--- src/etd_pkg.sv ---
`default_nettype none

package etd_pkg;

    // Table geometry
    localparam int EVENT_SLOTS = 32;
    localparam int IDX_W       = (EVENT_SLOTS > 1) ? $clog2(EVENT_SLOTS) : 1;
    localparam int CNT_W       = $clog2(EVENT_SLOTS + 1);

    // Field widths fixed by the stream format
    localparam int ADDR_W  = 16;
    localparam int TIME_W  = 32;
    localparam int KIND_W  = 8;
    localparam int TEMP_W  = 16;
    localparam int COUNT_W = 6;
    localparam int SLOT_W  = 5;
    localparam int IN_W    = 72;
    localparam int OUT_W   = 16;

    localparam logic [ADDR_W-1:0] MARKER_RESET = 16'hFFFF;

    // Register map: word index taken from paddr[2]
    localparam logic REG_EMPTY_MARKER = 1'b0;

    typedef logic [IDX_W-1:0]   idx_t;
    typedef logic [CNT_W-1:0]   cnt_t;
    typedef logic [ADDR_W-1:0]  addr_t;
    typedef logic [TIME_W-1:0]  time_t;
    typedef logic [KIND_W-1:0]  kind_t;
    typedef logic [TEMP_W-1:0]  temp_t;
    typedef logic [COUNT_W-1:0] count_t;
    typedef logic [SLOT_W-1:0]  slot_t;

    typedef enum logic [1:0] {
        STAT_STORED = 2'd0,
        STAT_DUP    = 2'd1,
        STAT_FULL   = 2'd2,
        STAT_NOSLOT = 2'd3
    } status_t;

    typedef enum logic [1:0] {
        FSM_IDLE   = 2'd0,
        FSM_SCAN   = 2'd1,
        FSM_FINISH = 2'd2
    } fsm_t;

    // Scan token handed from cell to cell
    typedef struct packed {
        logic valid;
        logic dup;
        logic have_empty;
        idx_t empty_idx;
        cnt_t scanned;
    } probe_t;

    // Slot write broadcast to all cells
    typedef struct packed {
        logic  en;
        idx_t  idx;
        addr_t addr;
        time_t tstamp;
        kind_t kind;
        temp_t temp;
    } slot_wr_t;

endpackage

`default_nettype wire

--- src/etd_cell.sv ---
`default_nettype none

module etd_cell (
    input  wire logic             clk,
    input  wire logic             rst_n,
    input  wire etd_pkg::idx_t    cell_idx,
    input  wire etd_pkg::addr_t   empty_marker,
    input  wire etd_pkg::cnt_t    stored_count,
    input  wire etd_pkg::addr_t   key_addr,
    input  wire etd_pkg::time_t   key_time,
    input  wire etd_pkg::kind_t   key_kind,
    input  wire etd_pkg::slot_wr_t wr,
    input  wire etd_pkg::probe_t  probe_in,
    output etd_pkg::probe_t       probe_out
);

    etd_pkg::addr_t  addr_reg;
    etd_pkg::time_t  time_reg;
    etd_pkg::kind_t  kind_reg;
    etd_pkg::temp_t  temp_reg;
    etd_pkg::probe_t probe_reg;
    etd_pkg::probe_t probe_next;
    logic            live;

    // Hold one slot; load it when the write targets this cell
    always_ff @(posedge clk or negedge rst_n)
    begin
        if (!rst_n)
        begin
            addr_reg <= etd_pkg::MARKER_RESET;
            time_reg <= '0;
            kind_reg <= '0;
            temp_reg <= '0;
        end
        else if (wr.en && (wr.idx == cell_idx))
        begin
            addr_reg <= wr.addr;
            time_reg <= wr.tstamp;
            kind_reg <= wr.kind;
            temp_reg <= wr.temp;
        end
    end

    // Judge this slot against the passing token
    always_comb
    begin
        live       = !probe_in.dup && (probe_in.scanned <= stored_count);
        probe_next = probe_in;
        if (live)
        begin
            if (addr_reg == key_addr)
            begin
                probe_next.scanned = probe_in.scanned + etd_pkg::cnt_t'(1);
                if ((time_reg == key_time) && (kind_reg == key_kind))
                begin
                    probe_next.dup = 1'b1;
                end
            end
            else if (addr_reg == empty_marker)
            begin
                if (!probe_in.have_empty)
                begin
                    probe_next.have_empty = 1'b1;
                    probe_next.empty_idx  = cell_idx;
                    probe_next.scanned    = probe_in.scanned + etd_pkg::cnt_t'(1);
                end
            end
            else
            begin
                probe_next.scanned = probe_in.scanned + etd_pkg::cnt_t'(1);
            end
        end
    end

    // Advance the token; payload holds once the token has passed
    always_ff @(posedge clk or negedge rst_n)
    begin
        if (!rst_n)
        begin
            probe_reg <= '0;
        end
        else if (probe_in.valid)
        begin
            probe_reg <= probe_next;
        end
        else
        begin
            probe_reg.valid <= 1'b0;
        end
    end

    assign probe_out = probe_reg;

endmodule

`default_nettype wire

--- src/event_table_dedup_insert_unit.sv ---
// Channel   | Dir | Beat                                  | Handshake
// s_axis    | in  | one node event                        | s_tvalid / s_tready
// m_axis    | out | insert result, one per event          | m_tvalid / m_tready
// apb       | in  | empty marker register at byte addr 0  | psel/penable, pready high
//
// An event is taken in idle; its result beat follows once the scan token, launched
// from start_reg, has walked the row through every cell register, been seen to leave
// it, and been committed. One event is in flight at a time; the next is taken in the
// cycle after the commit.
// Reset clears the row to the reset marker and the count to zero at once.
// A result stalled on m_tready holds back the next commit, not the next acceptance.
`default_nettype none

module event_table_dedup_insert_unit (
    input  wire logic        clk,
    input  wire logic        rst_n,
    // s_tdata: node_addr[15:0], event_time[47:16], event_kind[55:48],
    //          temperature[71:56]
    input  wire logic        s_tvalid,
    output logic             s_tready,
    input  wire logic [71:0] s_tdata,
    // m_tdata: status[1:0], event_count[7:2], slot[12:8], zero[15:13]
    output logic             m_tvalid,
    input  wire logic        m_tready,
    output logic [15:0]      m_tdata,
    input  wire logic        psel,
    input  wire logic        penable,
    input  wire logic        pwrite,
    input  wire logic [2:0]  paddr,
    input  wire logic [31:0] pwdata,
    output logic [31:0]      prdata,
    output logic             pready
);

    etd_pkg::fsm_t     state_reg;
    etd_pkg::fsm_t     state_next;
    etd_pkg::addr_t    marker_reg;
    etd_pkg::cnt_t     count_reg;
    etd_pkg::cnt_t     count_next;
    etd_pkg::addr_t    key_addr_reg;
    etd_pkg::time_t    key_time_reg;
    etd_pkg::kind_t    key_kind_reg;
    etd_pkg::temp_t    key_temp_reg;
    logic              start_reg;
    logic              m_tvalid_reg;
    logic [15:0]       m_tdata_reg;
    logic              in_fire;
    logic              out_free;
    logic              commit;
    logic              table_full;
    etd_pkg::status_t  status;
    etd_pkg::probe_t   chain [0:etd_pkg::EVENT_SLOTS];
    etd_pkg::probe_t   result;
    etd_pkg::slot_wr_t wr;
    etd_pkg::slot_t    slot_out;

    // Configuration port
    assign pready = 1'b1;

    always_ff @(posedge clk or negedge rst_n)
    begin
        if (!rst_n)
        begin
            marker_reg <= etd_pkg::MARKER_RESET;
        end
        else if (psel && penable && pwrite && pready
                 && (paddr[2] == etd_pkg::REG_EMPTY_MARKER))
        begin
            marker_reg <= pwdata[15:0];
        end
    end

    always_comb
    begin
        prdata = '0;
        if (paddr[2] == etd_pkg::REG_EMPTY_MARKER)
        begin
            prdata = 32'(marker_reg);
        end
    end

    // Next state
    always_comb
    begin
        state_next = state_reg;
        unique case (state_reg)
            etd_pkg::FSM_IDLE:
            begin
                if (s_tvalid)
                begin
                    state_next = etd_pkg::FSM_SCAN;
                end
            end
            etd_pkg::FSM_SCAN:
            begin
                if (result.valid)
                begin
                    state_next = etd_pkg::FSM_FINISH;
                end
            end
            etd_pkg::FSM_FINISH:
            begin
                if (out_free)
                begin
                    state_next = etd_pkg::FSM_IDLE;
                end
            end
            default:
            begin
                state_next = etd_pkg::FSM_IDLE;
            end
        endcase
    end

    // Control outputs of the sequencer
    always_comb
    begin
        s_tready = 1'b0;
        commit   = 1'b0;
        unique case (state_reg)
            etd_pkg::FSM_IDLE:   s_tready = 1'b1;
            etd_pkg::FSM_SCAN:   s_tready = 1'b0;
            etd_pkg::FSM_FINISH: commit   = out_free;
            default:             s_tready = 1'b0;
        endcase
    end

    assign out_free = !m_tvalid_reg || m_tready;
    assign in_fire  = s_tvalid && s_tready;

    always_ff @(posedge clk or negedge rst_n)
    begin
        if (!rst_n)
        begin
            state_reg <= etd_pkg::FSM_IDLE;
            start_reg <= 1'b0;
        end
        else
        begin
            state_reg <= state_next;
            start_reg <= in_fire;
        end
    end

    // Latch the event key on acceptance
    always_ff @(posedge clk)
    begin
        if (in_fire)
        begin
            key_addr_reg <= s_tdata[15:0];
            key_time_reg <= s_tdata[47:16];
            key_kind_reg <= s_tdata[55:48];
            key_temp_reg <= s_tdata[71:56];
        end
    end

    // Launch the scan token into the first cell
    assign chain[0] = etd_pkg::probe_t'({start_reg,
                                         {($bits(etd_pkg::probe_t) - 1){1'b0}}});

    // Row of slot cells
    for (genvar g = 0; g < etd_pkg::EVENT_SLOTS; g++)
    begin : g_cell
        etd_cell u_cell (
            .clk          (clk),
            .rst_n        (rst_n),
            .cell_idx     (etd_pkg::idx_t'(g)),
            .empty_marker (marker_reg),
            .stored_count (count_reg),
            .key_addr     (key_addr_reg),
            .key_time     (key_time_reg),
            .key_kind     (key_kind_reg),
            .wr           (wr),
            .probe_in     (chain[g]),
            .probe_out    (chain[g+1])
        );
    end

    assign result = chain[etd_pkg::EVENT_SLOTS];

    // Decide the outcome once the token leaves the row
    assign table_full = (count_reg >= etd_pkg::cnt_t'(etd_pkg::EVENT_SLOTS));

    always_comb
    begin
        priority if (table_full)
        begin
            status = etd_pkg::STAT_FULL;
        end
        else if (result.dup)
        begin
            status = etd_pkg::STAT_DUP;
        end
        else if (!result.have_empty)
        begin
            status = etd_pkg::STAT_NOSLOT;
        end
        else
        begin
            status = etd_pkg::STAT_STORED;
        end
    end

    // Write the event into its slot and bump the count
    always_comb
    begin
        wr.en      = commit && (status == etd_pkg::STAT_STORED);
        wr.idx     = result.empty_idx;
        wr.addr    = key_addr_reg;
        wr.tstamp  = key_time_reg;
        wr.kind    = key_kind_reg;
        wr.temp    = key_temp_reg;
        count_next = wr.en ? (count_reg + etd_pkg::cnt_t'(1)) : count_reg;
        slot_out   = (status == etd_pkg::STAT_STORED)
                     ? etd_pkg::slot_t'(result.empty_idx) : '0;
    end

    always_ff @(posedge clk or negedge rst_n)
    begin
        if (!rst_n)
        begin
            count_reg <= '0;
        end
        else
        begin
            count_reg <= count_next;
        end
    end

    // Output register
    always_ff @(posedge clk or negedge rst_n)
    begin
        if (!rst_n)
        begin
            m_tvalid_reg <= 1'b0;
        end
        else if (commit)
        begin
            m_tvalid_reg <= 1'b1;
        end
        else if (m_tready)
        begin
            m_tvalid_reg <= 1'b0;
        end
    end

    always_ff @(posedge clk)
    begin
        if (commit)
        begin
            m_tdata_reg <= {3'b000, slot_out, etd_pkg::count_t'(count_next), status};
        end
    end

    assign m_tvalid = m_tvalid_reg;
    assign m_tdata  = m_tdata_reg;

endmodule

`default_nettype wire

--- config.mk ---
export PLATFORM = sky130hd
export DESIGN_NAME = event_table_dedup_insert_unit
export DESIGN_NICKNAME = d
export VERILOG_FILES = /design/src/etd_pkg.sv /design/src/etd_cell.sv /design/src/event_table_dedup_insert_unit.sv
export SDC_FILE = /design/constraint.sdc
export NUM_CORES = 2
export LEC_CHECK = 0
export BUFFER_PORTS_ARGS = -buffer_cell sky130_fd_sc_hd__buf_2
export CELL_PAD_IN_SITES_DETAIL_PLACEMENT = 0
export CELL_PAD_IN_SITES_GLOBAL_PLACEMENT = 1
export CORE_MARGIN = 4
export CORE_UTILIZATION = 40
export CTS_CLUSTER_SIZE = 16
export DETAILED_ROUTE_END_ITERATION = 8
export HOLD_SLACK_MARGIN = 0.02
export PLACE_DENSITY = 0.73
export SYNTH_ARGS = -nofsm -noshare
export SYNTH_HDL_FRONTEND = slang
export SYNTH_SLANG_ARGS = --single-unit
--- constraint.sdc ---
create_clock -name clk -period 2.9 [get_ports clk]
set_input_delay 0.435 -clock clk [delete_from_list [all_inputs] [get_ports clk]]
set_output_delay 0.435 -clock clk [all_outputs]
set_load 0.1 [all_outputs]
== After elaboration in Yosys (flattened, before gate mapping) ==
Index checks and enable logic that the tools add are counted.

* $lt $le $gt $ge: 33
* Multipliers: 0
* Shift-type cells: 0
* Divide/modulo/power cells: 0
* Reductions and logical operators: 138
* Multiplexer cells: 298
* $add $sub $neg: 32
* Equality and inequality tests: 164
* Bitwise gates (word level): 1

{| class="wikitable"
|+ Operators by type and width
! cell !! count
|-
| 16-bit == test || 64
|-
| 32-bit == test || 32
|-
| 6-bit 2-to-1 mux || 127
|-
| 13-bit 2-to-1 mux || 32
|-
| 11-bit 2-to-1 mux || 31
|-
| 8-bit == test || 32
|-
| 6-bit by 1-bit adder with 6-bit output, second input constant || 32
|-
| 6-bit <= comparator || 31
|-
| 1-bit logical AND || 100
|-
| 1-bit 2-to-1 mux || 100
|-
| 5-bit == test, second input constant || 16
|-
| 5-bit by 4-bit == test with 1-bit output, second input constant || 8
|-
| 1-bit logical NOT || 32
|-
| 5-bit by 3-bit == test with 1-bit output, second input constant || 4
|-
| 16-bit 2-to-1 mux || 1
|-
| 2-bit 2-to-1 mux || 6
|-
| 5-bit by 2-bit == test with 1-bit output, second input constant || 2
|-
| 6-bit greater-or-equal comparator, second input constant || 1
|-
| 1-bit by 6-bit <= comparator with 1-bit output, first input constant || 1
|-
| 2-bit case mux with 3 select lines || 1
|-
| 5-bit by 1-bit == test with 1-bit output, second input constant || 1
|-
| 5-bit logical NOT || 1
|-
| 2-bit logical NOT || 2
|-
| 2-bit != test, second input constant || 2
|-
| 7 further kinds || 7
|}

* Latch bits: 0
* Memories kept: 0
* Bits in writable memories: 0
* Bits of input ports: 114
* Memory bits (read-only): 0
* Logic and storage cells: 931
* Output and inout bits: 51
* Flip-flop bits (word level): 2,329

== Logic depth before layout (Yosys ltp) ==
* Depth in word-level cells: 6
* Mapped depth: 10
* Gate-level depth less buffers: 8

== Modules after synthesis ==
A second synthesis with hierarchy kept.

* Cell total of the unflattened synthesis: 10,558
* Area, all modules: 128,460.7 um^2

{| class="wikitable"
|+ By module, submodules not included
! module !! times used !! area each (um^2) !! seq. area each (um^2) !! cells an instance
|-
| etd_cell (g_cell[19].u_cell ...) || 22 || 3,890.0 || 1,771.7 || 325
|-
| etd_cell (g_cell[0].u_cell ...) || 10 || 3,890.0 || 1,771.7 || 320
|-
| event_table_dedup_insert_unit || 1 || 3,981.3 || 3,223.1 || 208
|}

== Worst setup path after synthesis ==
No wires, ideal clock.

* Path type: register to register
* Start point: reg state_reg[1]
* End point: reg key_addr_reg[0], enable pin
* Library setup time: 0.420 ns
* Clock period less this slack: 3.616 ns
* Setup slack: -0.716 ns
* Cell stages (with the launch flop): 3
* Path buffers: 0
* Data arrival time: 3.196 ns
* Data required time: 2.480 ns
* Path through: dfrtp_1 -> nor2_1 -> and2_1

* Word-level cells in the longest chain between the ends: 3

{| class="wikitable"
|+ RTL lines
! element !! line !! RTL
|-
| start: declaration || event_table_dedup_insert_unit.sv:35 || <nowiki>etd_pkg::fsm_t state_reg;</nowiki>
|-
| start signal: assignment || event_table_dedup_insert_unit.sv:135 || <nowiki>state_reg <= etd_pkg::FSM_IDLE;</nowiki>
|-
| start signal: assignment || event_table_dedup_insert_unit.sv:140 || <nowiki>state_reg <= state_next;</nowiki>
|-
| 2-bit logical NOT || event_table_dedup_insert_unit.sv:120 || <nowiki>unique case (state_reg)</nowiki>
|-
| 1-bit 2-to-1 mux || event_table_dedup_insert_unit.sv:120 ||
|-
| net s_tready || event_table_dedup_insert_unit.sv:20 || <nowiki>output logic s_tready,</nowiki>
|-
| 1-bit logical AND || event_table_dedup_insert_unit.sv:129 || <nowiki>assign in_fire = s_tvalid && s_tready;</nowiki>
|-
| net in_fire || event_table_dedup_insert_unit.sv:47 || <nowiki>logic in_fire;</nowiki>
|-
| end signal: assignment || event_table_dedup_insert_unit.sv:150 || <nowiki>key_addr_reg <= s_tdata[15:0];</nowiki>
|-
| end: declaration || event_table_dedup_insert_unit.sv:40 || <nowiki>etd_pkg::addr_t key_addr_reg;</nowiki>
|}

The timed path passes the listed nets, and every way through them passes these cells.
A chain may end at the register's enable or synchronous reset.

== Worst setup path after layout ==
* Start point: reg key_time_reg[31]
* End point: reg g_cell[17].u_cell.probe_reg, in the netlist g_cell[17].u_cell.probe_out[12]

* Word-level cells in the longest chain between the ends: 5

{| class="wikitable"
|+ RTL lines
! element !! line !! RTL
|-
| start: declaration || event_table_dedup_insert_unit.sv:41 || <nowiki>etd_pkg::time_t key_time_reg;</nowiki>
|-
| start signal: assignment || event_table_dedup_insert_unit.sv:151 || <nowiki>key_time_reg <= s_tdata[47:16];</nowiki>
|-
| 32-bit == test || etd_cell.sv:54 || <nowiki>if ((time_reg == key_time) && (kind_reg == key_kind))</nowiki>
|-
| 1-bit logical AND || etd_cell.sv:54 ||
|-
| 1-bit 2-to-1 mux || etd_cell.sv:54 ||
|-
| 1-bit 2-to-1 mux || etd_cell.sv:51 || <nowiki>if (addr_reg == key_addr)</nowiki>
|-
| 13-bit 2-to-1 mux || etd_cell.sv:49 || <nowiki>if (live)</nowiki>
|-
| end signal: assignment || etd_cell.sv:84 || <nowiki>probe_reg <= probe_next;</nowiki>
|-
| end: declaration || etd_cell.sv:21 || <nowiki>etd_pkg::probe_t probe_reg;</nowiki>
|}

No other way between the ends.

==> results.json <==
{
  "status": "complete, but fails checks",
  "violations": "setup timing",
  "placed_area_um2": 132000,
  "drive_above_1_share_pct": 37.8,
  "crit_fanout": 8,
  "rows": 201,
  "cts_sinks": 2283,
  "final_nets": 11000,
  "finish.utilization_pct": 47.8,
  "clk-insertion-delay-late_ns": 0.94,
  "drc": 0,
  "dp_hpwl_um": 249000,
  "rsz0062_at_grt": "yes",
  "post-route-period-util_pct": 103,
  "met2_usage_pct": 36.7,
  "critPathCaptureType": "flop",
  "leakage_nw": 65.0,
  "final_area_um2": 144000,
  "setup-violations-final": 1,
  "first_pass_iters": 5,
  "ant_nets": 0,
  "htree_levels": 4,
  "start_kind": "flop",
  "worstPathArrival_ns": 3.75,
  "hold_viol_final": 0,
  "synthFlopType": "dfrtp_1",
  "routed_wl_um": 374000,
  "synth_area_um2": 121000,
  "antenna_found_initial": 24,
  "largest_reg_flops": 1024,
  "critPathKind": "reg -> reg",
  "syn_avg_cell_area_um2": 12.2,
  "drt-vias-per-instance": 5.53,
  "core_um2": 301000,
  "die_height_um": 558,
  "maxCapViolations": 0,
  "power_mw": 77.2,
  "clockBufferDepth": 4,
  "maxSlewHeadroom_pct": 25.3,
  "r2r_slack_ns": -0.09,
  "regArea_um2": 58100,
  "io-pin-count": 165,
  "synthCells": 9948,
  "dp_slack_ns": -0.767,
  "grt_remaining_overflow": 0,
  "grt_pass1_vias": 82300,
  "yosys_warnings": 0,
  "synth-edff-count": 69,
  "numCtsBuffers": 243,
  "tightest_slew_ns": 1.12,
  "p_per_area_nw_per_um2": 538,
  "peakVddDrop_mv": 0.526,
  "async_reset_ff_share_pct": 97.0,
  "routedWlPerCell_um": 25.2,
  "start_util_pct": 40.3,
  "cts_root_buf": "clkbuf_16",
  "fmaxAchievable_mhz": 334,
  "grt_pass1_wl_um": 545000,
  "io_buffer_count": 110,
  "grtUsageMet1_pct": 33.3,
  "yosysTopAreaCellShare_pct": 34.8,
  "fin_skew_ns": 0.102,
  "grt_max_degree": 119,
  "fp.dieW_um": 558,
  "area_growth_pct": 18.6,
  "dp.cells": 14100,
  "hold_class": "in -> async",
  "worstPathRequired_ns": 3.65,
  "finalNonFillerCells": 14800,
  "grtUsageTotal_pct": 23.1,
  "synth-seq-cells": 2283,
  "fillers": 26400,
  "yosys-top-cells-area": "dfrtp_1 35%, mux2_2 17%, dfstp_2 11%",
  "path_clk_slew_ns": 0.06,
  "fin_ws_ns": -0.0943,
  "finalCriticalPeriod_ns": 2.99,
  "yosysUniqueCellTypes": 77,
  "drtIter0Drc": 6103,
  "vias": 81800,
  "cts_tree": "yes",
  "grt_busiest_layer": "met2",
  "gp_congestion": 0.876,
  "design.die.area_um2": 312000,
  "synth_top_area_cell": "dfrtp_1",
  "multi_input_comb_area_um2": 59800,
  "ys_seq_area_share_pct": 48.0,
  "met3_usage_pct": 3.39,
  "report.final.slew_viol_count": 0
}
critical path: stages (launching register included):
cell,delay (ns)
edfxtp_1,0.42
buf_12,0.17
buf_16,0.14
xor2_1,0.17
nor4_2,0.30
nand4_1,0.16
buf_6,0.19
nor3_4,0.37
nand4_1,0.53
a31oi_1,0.33
placed cells by master, fill, tap and decap left out, types with 212 or more instances in the layout:
cell type | netlist | final
buf_12 | 1 | 224
buf_4 | 40 | 719
clkbuf_16 | 0 | 254
dfrtp_1 | 1686 | 1685
dfstp_2 | 528 | 525
mux2_2 | 1812 | 1812
nand2_1 | 217 | 212
nand4_1 | 366 | 366
nor2_1 | 257 | 238
nor4_1 | 306 | 261
xnor2_1 | 1158 | 1158
xor2_1 | 1177 | 1175
through the flow:
step	setup TNS (ns)	hold slack [ns]
5_1_grt	-0.577	0.0861
3_5_place_dp	-1.34	0.395
6_report	-0.0943	0.0866
4_1_cts	-0.309	0.0661
2_1_floorplan	0	0.139
3_3_place_gp	-1.18	0.383
metal layers:
| layer | part of all wire, % | wire, um |
|---|---|---|
| met1 | 45 | 168000 |
| met2 | 46 | 171000 |
| met3 | 6.5 | 24400 |
| met4 | 2.6 | 9610 |
| met5 | 0 | 0 |
final cells by class:
class	instances	share of cell area, %
Clock buffer	363	5.00
Inverter	190	0.504
Sequential cell	2283	40.5
Multi-Input combinational cell	6747	41.6
Clock inverter	78	0.590
Tap cell	3958	3.45
Antenna cell	9	0.0157
Timing Repair Buffer	1169	8.37
logic make-up (layout without fill, tap and decap cells):
logic type                 Yosys count  in the layout  share of synthesized area, %
AOI/OAI and AO/OA                  638            638                          3.94
xor gates and xnor gates          2335           2335                          16.9
other                                2             29                       0.00620
muxes                             1846           1846                          17.1
buffers and inverters              936           1800                          3.52
adders and majority gates          203            203                          2.10
and+or+nand+nor                   1705           1705                          8.43
DFF                               2283           2283                          48.0
what timing repair did:
item,in CTS,in global routing
gates cloned,3,9
buffers inserted,15,140
setup endpoints to repair,29,433
resized for setup,22,168
hold buffers,75,0
pin swaps,12,91
endpoints found under the hold margin,538,0
path summary, 6_finish.rpt:
check	start	endpoint	cells past startpoint
setup / recovery	key_time_reg[31]	g_cell[17].u_cell.probe_out[12]	9
hold / removal	rst_n	g_cell[16].u_cell.probe_out[1]	2
setup reg to reg	key_time_reg[31]	g_cell[17].u_cell.probe_out[12]	9
hold reg to reg	g_cell[8].u_cell.probe_out[8]	g_cell[8].u_cell.probe_out[8]	1
max in group asynchronous	rst_n	g_cell[6].u_cell.addr_reg[9]	4
min in group clk	s_tdata[54]	key_kind_reg[6]	2
report_power, final:
part | switching [mW] | internal (mW)
Sequential | 1.69 | 33.2
Combinational | 5.89 | 4.71
Clock | 13.3 | 18.4
Total | 20.9 | 56.3
cell usage after synthesis (all sizes together), types with 39 or more instances:
| cell | n |
|---|---|
| a21o | 42 |
| nand3 | 73 |
| xnor2 | 1158 |
| nand4 | 376 |
| nor2 | 257 |
| ha | 203 |
| a211o | 47 |
| edfxtp | 69 |
| o21ai | 39 |
| dfrtp | 1686 |
| nand2 | 218 |
| nand2b | 39 |
| clkbuf | 331 |
| and3 | 69 |
| a21oi | 200 |
| inv | 190 |
| nor2b | 67 |
| and4b | 48 |
| buf | 415 |
| nor4 | 370 |
| a31oi | 105 |
| mux2 | 1812 |
| dfstp | 528 |
| xor2 | 1177 |
Note: power is estimated with default switching activity, not from simulation.
